### config.mk
export PLATFORM = sky130hd
export DESIGN_NAME = spp_dist
export DESIGN_NICKNAME = d
export VERILOG_FILES = /design/src/hw/rtl/sphere_polygon_pushback_top_macros.svh /design/src/hw/rtl/spp_pkg.sv /design/src/hw/rtl/spp_dist.sv
export SDC_FILE = /design/constraint.sdc
export NUM_CORES = 2
export LEC_CHECK = 0
export ABC_AREA = 0
export BUFFER_PORTS_ARGS = -buffer_cell sky130_fd_sc_hd__buf_2
export CAP_MARGIN = 10
export CORE_ASPECT_RATIO = 1.25
export CORE_MARGIN = 10
export CORE_UTILIZATION = 51
export CTS_BUF_LIST = sky130_fd_sc_hd__clkbuf_4 sky130_fd_sc_hd__clkbuf_8
export DETAILED_ROUTE_END_ITERATION = 8
export PLACE_DENSITY = 0.68
export SETUP_SLACK_MARGIN = 0.05
export SYNTH_ARGS = -nofsm -noshare
export SYNTH_HDL_FRONTEND = slang
export SYNTH_SLANG_ARGS = --single-unit
### constraint.sdc
create_clock -name aclk -period 10.6 [get_ports aclk]
set_input_delay 2.12 -clock aclk [delete_from_list [all_inputs] [get_ports aclk]]
set_output_delay 2.12 -clock aclk [all_outputs]
set_load 0.01 [all_outputs]
### src/hw/rtl/sphere_polygon_pushback_top_macros.svh
// Assertion helpers for the sphere pushback block.
// Both take a label, an antecedent, a consequent and a message, and are
// clocked on aclk with the synchronous reset disabling them.
`ifndef SPHERE_POLYGON_PUSHBACK_TOP_MACROS_SVH
`define SPHERE_POLYGON_PUSHBACK_TOP_MACROS_SVH

// Consequent checked in the same cycle as the antecedent.
`define SPP_ASSERT_IMP(label, ante, cons, msg) \
    label: assert property (@(posedge aclk) disable iff (!aresetn) (ante) |-> (cons)) \
        else $error(msg);

// Consequent checked in the cycle after the antecedent.
`define SPP_ASSERT_NXT(label, ante, cons, msg) \
    label: assert property (@(posedge aclk) disable iff (!aresetn) (ante) |=> (cons)) \
        else $error(msg);

`endif

### src/hw/rtl/spp_pkg.sv
package spp_pkg;

    localparam int MAX_HIT_POLYGONS_DEF = 64;

    localparam int POS_W    = 32;
    localparam int NORM_W   = 16;
    localparam int RAD_W    = 31;
    localparam int GAP_W    = 21;
    localparam int STEP_W   = 21;
    localparam int EPS_W    = 15;
    localparam int DIFF_W   = POS_W + 1;
    localparam int PROD_W   = NORM_W + DIFF_W;
    localparam int DOT_W    = PROD_W + 2;
    localparam int DRND_W   = DOT_W + 1 - 14;
    localparam int DIST_W   = 34;
    localparam int OVL_W    = DIST_W + 2;
    localparam int PP_W     = NORM_W + OVL_W;
    localparam int PRND_W   = PP_W + 1 - 14;
    localparam int ROUND_HALF = 8192;

    localparam int CFG_IDX_W  = 2;
    localparam int CFG_DATA_W = 21;

    localparam logic [CFG_IDX_W-1:0] CFG_OVERLAP_GAP = 2'd0;
    localparam logic [CFG_IDX_W-1:0] CFG_STEP_HEIGHT = 2'd1;
    localparam logic [CFG_IDX_W-1:0] CFG_WALL_EPS    = 2'd2;

    localparam logic [GAP_W-1:0]  OVERLAP_GAP_RST = 21'd32768;
    localparam logic [STEP_W-1:0] STEP_HEIGHT_RST = 21'd65536;
    localparam logic [EPS_W-1:0]  WALL_EPS_RST    = 15'd2;

    typedef enum logic {
        CMD_START = 1'b0,
        CMD_POLY  = 1'b1
    } cmd_t;

    typedef struct packed {
        cmd_t                    cmd;
        logic signed [POS_W-1:0]  pos_x;
        logic signed [POS_W-1:0]  pos_y;
        logic signed [POS_W-1:0]  pos_z;
        logic signed [NORM_W-1:0] normal_x;
        logic signed [NORM_W-1:0] normal_y;
        logic signed [NORM_W-1:0] normal_z;
        logic signed [POS_W-1:0]  vert1_y;
        logic signed [POS_W-1:0]  vert2_y;
        logic [RAD_W-1:0]         radius;
        logic                     is_static;
        logic                     last;
    } in_beat_t;

    typedef struct packed {
        logic signed [POS_W-1:0] floor_push_x;
        logic signed [POS_W-1:0] floor_push_y;
        logic signed [POS_W-1:0] floor_push_z;
        logic signed [POS_W-1:0] wall_push_x;
        logic signed [POS_W-1:0] wall_push_y;
        logic signed [POS_W-1:0] wall_push_z;
        logic                    floor_hit;
        logic                    wall_hit;
        logic                    on_floor;
    } out_beat_t;

    typedef logic signed [NORM_W-1:0] norm_t;
    typedef norm_t [2:0]              norm_vec_t;
    typedef logic signed [DIFF_W-1:0] diff_t;
    typedef diff_t [2:0]              diff_vec_t;
    typedef logic [DIST_W-1:0]        dist_t;

    // Control that travels with each beat down the distance pipeline.
    typedef struct packed {
        logic             is_start;
        logic             last;
        logic [RAD_W-1:0] radius;
    } tag_t;

    typedef struct packed {
        tag_t      tag;
        logic      take_floor;
        logic      take_wall;
        norm_vec_t normal;
    } item_t;

    // End-of-query snapshot handed to the push unit.
    typedef struct packed {
        logic             floor_hit;
        logic             wall_hit;
        logic [RAD_W-1:0] radius;
        dist_t            floor_dist;
        dist_t            wall_dist;
        norm_vec_t        floor_normal;
        norm_vec_t        wall_normal;
    } summary_t;

endpackage

### src/hw/rtl/spp_dist.sv
// Three-stage plane distance pipeline: per-axis products, dot sum, then
// magnitude with rounding and saturation to the distance width.
module spp_dist (
    input  logic              aclk,
    input  logic              aresetn,
    input  logic              en,
    input  logic              in_valid,
    input  spp_pkg::item_t    in_item,
    input  spp_pkg::diff_vec_t in_diff,
    output logic              out_valid,
    output spp_pkg::item_t    out_item,
    output spp_pkg::dist_t    out_dist
);

    logic                                 a_valid_reg;
    spp_pkg::item_t                       a_item_reg;
    logic signed [spp_pkg::PROD_W-1:0]    a_prod_reg [3];
    logic signed [spp_pkg::PROD_W-1:0]    a_prod_next [3];

    logic                                 b_valid_reg;
    spp_pkg::item_t                       b_item_reg;
    logic signed [spp_pkg::DOT_W-1:0]     b_dot_reg;
    logic signed [spp_pkg::DOT_W-1:0]     b_dot_next;

    logic                                 c_valid_reg;
    spp_pkg::item_t                       c_item_reg;
    spp_pkg::dist_t                       c_dist_reg;
    spp_pkg::dist_t                       c_dist_next;

    logic [spp_pkg::DOT_W-1:0]            mag;
    logic [spp_pkg::DOT_W:0]              mag_rnd;
    logic [spp_pkg::DRND_W-1:0]           rnd;

    always_comb begin
        for (int i = 0; i < 3; i++) begin
            a_prod_next[i] = spp_pkg::PROD_W'(in_item.normal[i])
                           * spp_pkg::PROD_W'(in_diff[i]);
        end
    end

    always_comb begin
        b_dot_next = spp_pkg::DOT_W'(a_prod_reg[0]) + spp_pkg::DOT_W'(a_prod_reg[1])
                   + spp_pkg::DOT_W'(a_prod_reg[2]);
    end

    always_comb begin
        mag     = b_dot_reg[spp_pkg::DOT_W-1] ? -b_dot_reg : b_dot_reg;
        mag_rnd = {1'b0, mag} + (spp_pkg::DOT_W+1)'(spp_pkg::ROUND_HALF);
        rnd     = mag_rnd[spp_pkg::DOT_W:14];
        if (|rnd[spp_pkg::DRND_W-1:spp_pkg::DIST_W]) begin
            c_dist_next = '1;
        end else begin
            c_dist_next = rnd[spp_pkg::DIST_W-1:0];
        end
    end

    always_ff @(posedge aclk) begin
        if (!aresetn) begin
            a_valid_reg <= 1'b0;
            b_valid_reg <= 1'b0;
            c_valid_reg <= 1'b0;
        end else if (en) begin
            a_valid_reg <= in_valid;
            b_valid_reg <= a_valid_reg;
            c_valid_reg <= b_valid_reg;
        end
    end

    always_ff @(posedge aclk) begin
        if (en) begin
            a_item_reg <= in_item;
            a_prod_reg <= a_prod_next;
            b_item_reg <= a_item_reg;
            b_dot_reg  <= b_dot_next;
            c_item_reg <= b_item_reg;
            c_dist_reg <= c_dist_next;
        end
    end

    assign out_valid = c_valid_reg;
    assign out_item  = c_item_reg;
    assign out_dist  = c_dist_reg;

endmodule

# [Word-level counts from Yosys, hierarchy flattened]
# Index checks and enable logic that the tools add are counted.
[totals] latchBits=0 mem_count=0 wordCells=41 out_inout_bits=118 ramBits=0 reg_bits=484 romBits=0 in_bits=186
[op_classes] reduce_logical=1 magnitude_cmp=0 n_mul=3 n_addsub=4 n_mux=1 shift=0 bitwise=0 n_div=0 eq_ne=0
[op_table] cell="16-bit by 33-bit multiplier with 49-bit output" count=3
[op_table] cell="51-bit by 14-bit adder with 52-bit output, second input constant" count=1
[op_table] cell="50-bit by 49-bit adder with 51-bit output" count=1
[op_table] cell="51-bit 2-to-1 mux" count=1
[op_table] cell="51-bit negator" count=1
[op_table] cell="49-bit by 49-bit adder with 50-bit output" count=1
[op_table] cell="4-bit OR reduction" count=1

# [Logic depth before layout (Yosys ltp)]
[logic_depth] ltp_word=4 depth_mapped=26 ltp_nobuf=25

# [Least setup slack after synthesis]
# OpenSTA, ideal clock, no wires.
[synth_timing] kind="input -> register" startpoint="input in_item[17] in the netlist's numbering" endpoint="register a_prod_reg[90] in the netlist's numbering, data pin" setup_slack_ns=2.122 t_required_ns=10.405 t_arrival_ns=8.283 n_path_buf=2 stages=23 setup_ns=0.195 cell_sequence="clkbuf_1 -> nand2_1 -> fa_1 -> fa_1 -> fa_1 -> inv_1 -> fa_1 -> fa_1 -> inv_1 -> fa_1 -> inv_1 -> ha_1 -> clkbuf_1 -> a21o_1 -> a21o_1 -> a21o_1 -> a21o_1 -> a21oi_1 -> o22ai_1 -> a2111oi_0 -> or2_2 -> or4b_2 -> o311ai_0"
[synth_rtl] item="from (decl)" line="spp_dist.sv:8" source="input spp_pkg::item_t in_item,"
[synth_rtl] item="to (signal assigned)" line="spp_dist.sv:72" source="a_prod_reg <= a_prod_next;"
[synth_rtl] item="to (decl)" line="spp_dist.sv:17" source="logic signed [spp_pkg::PROD_W-1:0] a_prod_reg [3];"

==> flow_summary_export.csv <==
group,metric,value,unit
final_layout,largest_reg_flops,147,
timing,setup_viol_count_final,0,
global_route,grt_use_met3,0.02988,
setup_path,worstPathRequired,11080,ps
global_route,grt_max_degree,170,
synthesis,yosys.area.top_type_share,0.4129,
global_route,grt_first_pass_wirelength,299100,um
cts,tritoncts,"done",
routing,via_per_inst,5.372,
timing,rsz0062_at_grt,"no",
timing,fmax,0.1108,GHz
cts,cts_setup_buffers,0,
routing,ant_nets,0,
routing,finalWirelength,182100,um
timing,tightestPinTransition,935.0,ps
final_layout,area_delta_synth_final,6.113,%
synthesis,avgSynthCellArea,10.01,um^2
placed_design,portBuffers,303,
worst_hold_path,hp-class,"flop to flop",
routing,post-route-drc-count,0,
placed_design,dp.final_hpwl,145800,um
synthesis,synth_warnings,0,
floorplanning,core,146500,um^2
timing,fin_skew,30.99,ps
synthesis,synth_fp_nets,9640,
synthesis,synth_common_cells,"inv_1 (1748), fa_1 (1550), nand2_1 (988)",
setup_path,end_kind,"flop",
cts,cts.clk_slew.worst_paths,90,ps
routing,drt_first_pass_iters,6,
job,cap_violations,0,
cts,cts_root_buffer,"clkbuf_8",
global_route,grt_usage,0.2298,
synthesis,synth_edf_count,481,
floorplanning,start_util,0.5129,
final_layout,multi_input_area,52790,um^2
placed_design,globalplace.congestion,0.8962,
synthesis,async_flop_share,0,
synthesis,synth_top_area_cell,"fa_1",
synthesis,ys_types,94,
synthesis,synth_area_leaders,"fa_1 (41%), edfxtp_1 (19%), inv_1 (8.7%)",
timing,fin_setup_tns,0,ps
synthesis,ys_seq_elements,484,
global_route,antenna_found_initial,1,
cts,cts_buffer_depth,3,
final_layout,finish.utilization,0.5442,
timing,fin_crit_sh,0.8515,
synthesis,synth_ff_type,"edfxtp_1",
floorplanning,dieArea,163200,um^2
setup_path,critPathKind,"input pin to flop",
floorplanning,die_w,363.4,um
final_layout,drive_gt1_frac,0.06824,
timing,min_period,9025,ps
cts,ctsHoldBuffers,0,
synthesis,seq_area_frac_synth,0.1930,
global_route,met1_usage,0.2831,
setup_path,startpoint_type,"input pin",
setup_path,cp_max_fo,34,
global_route,use_met2,0.3995,
cts,htree_levels,3,
global_route,grt_pass1_vias,56529,
final_layout,fillers,12964,
synthesis,yosys.cell_count.top_type,"inv_1",
cts,clock_sinks,484,
timing,drv_slew,0,
floorplanning,fp-row-count,157,
final_layout,seqCellArea,14500,um^2
global_route,grt_overflow,0,
floorplanning,die_y,449.2,um
final_layout,fin_nets,9748,
cts,clock_latency,750,ps
routing,wl_per_cell,19.00,um
synthesis,syn_area,75160,um^2
outcome,status,"finished, final reports clean",
setup_path,cp.arrival,9500,ps
routing,drt_iter0_markers,3400,
routing,num_vias,51508,
floorplanning,ios,304,
cts,cts_buffers,82,
global_route,busiest_layer,"met2",
timing,hold_viol,0,
cts,cts_resized,0,
timing,slew_headroom,0.3709,
synthesis,synthCells,7506,
layout by cell type (no fill, tap or decap), types with 31 or more instances in the layout:
master | Yosys | final
inv_1 | 1748 | 1748
fa_1 | 1550 | 1550
nand2_1 | 988 | 988
and2_1 | 636 | 636
edfxtp_1 | 481 | 481
ha_1 | 398 | 398
buf_2 | 3 | 302
nor2_1 | 215 | 215
a21oi_1 | 182 | 182
xnor2_1 | 169 | 169
o21ai_0 | 110 | 110
a21o_1 | 104 | 104
clkbuf_8 | 5 | 82
xor2_1 | 72 | 72
nand3_1 | 44 | 44
nand2b_1 | 44 | 44
nor3_1 | 40 | 40
o21bai_1 | 31 | 31
nand2_2 | 31 | 31
layout make-up:
class / count / area share
multi-input combinational: 4976 / 0.6620
antenna: 1 / 0.00003138
clock buffer: 100 / 0.01585
clock inverter: 49 / 0.006997
inverter: 1748 / 0.08227
tap: 1908 / 0.02993
timing repair buffer: 322 / 0.02109
sequential: 484 / 0.1819
through the flow:
step	area, um^2	instances	worst slack (ps)	hold slack, ps
finish	79750	9588	1575	407.7
global route	79750	9588	1214	414.1
CTS	79750	9587	1684	399.0
detailed placement	77930	9438	850.7	404.5
global placement	77930	9438	958.1	400.1
floorplan	75160	7506	2122	400.3
routing by layer:
| metal | share of wire | wire length (um) | up-vias |
|---|---|---|---|
| met5 | 0 | 0 | - |
| met4 | 0.048 | 8791 | 0 |
| met3 | 0.061 | 11150 | 432 |
| met2 | 0.51 | 92580 | 1732 |
| met1 | 0.38 | 69610 | 26469 |
| li1 | - | - | 22875 |
cells by family (layout without fill, tap and decap cells):
family | Yosys count | after routing | synth area share
compound gates | 635 | 635 | 0.05536
mux | 10 | 10 | 0.001349
fa+ha+maj | 1948 | 1948 | 0.4791
simple gates | 2142 | 2142 | 0.1385
other cells | 0 | 1 | 0
buf+inv | 2046 | 2219 | 0.1046
xor+xnor | 241 | 241 | 0.02809
flops | 484 | 484 | 0.1930
path summary, 6_finish.rpt:
check,start,end,slack (ps),cells after the start
setup / recovery,in_item[10],a_prod_reg[145],1570,21
setup reg to reg,b_dot_reg[11],out_dist[19],5280,16
hold / removal,b_item_reg[31],out_item[31],410,0
hold reg to reg,b_item_reg[31],out_item[31],410,0
critical path, stage by stage:
cell	delay (ps)
buf_2	600
nand2_1	190
fa_1	590
inv_1	60
fa_1	550
fa_1	430
fa_1	460
fa_1	500
inv_1	50
fa_1	520
inv_1	50
ha_1	360
a211oi_1	350
o2111ai_1	170
a221oi_1	630
o22ai_1	340
a31o_2	320
o21ai_0	360
o21ai_0	320
a221oi_1	390
xnor2_1	120
Power is not shown: default switching activity piles up to over one toggle a cycle in this logic, so the estimate is an artifact.
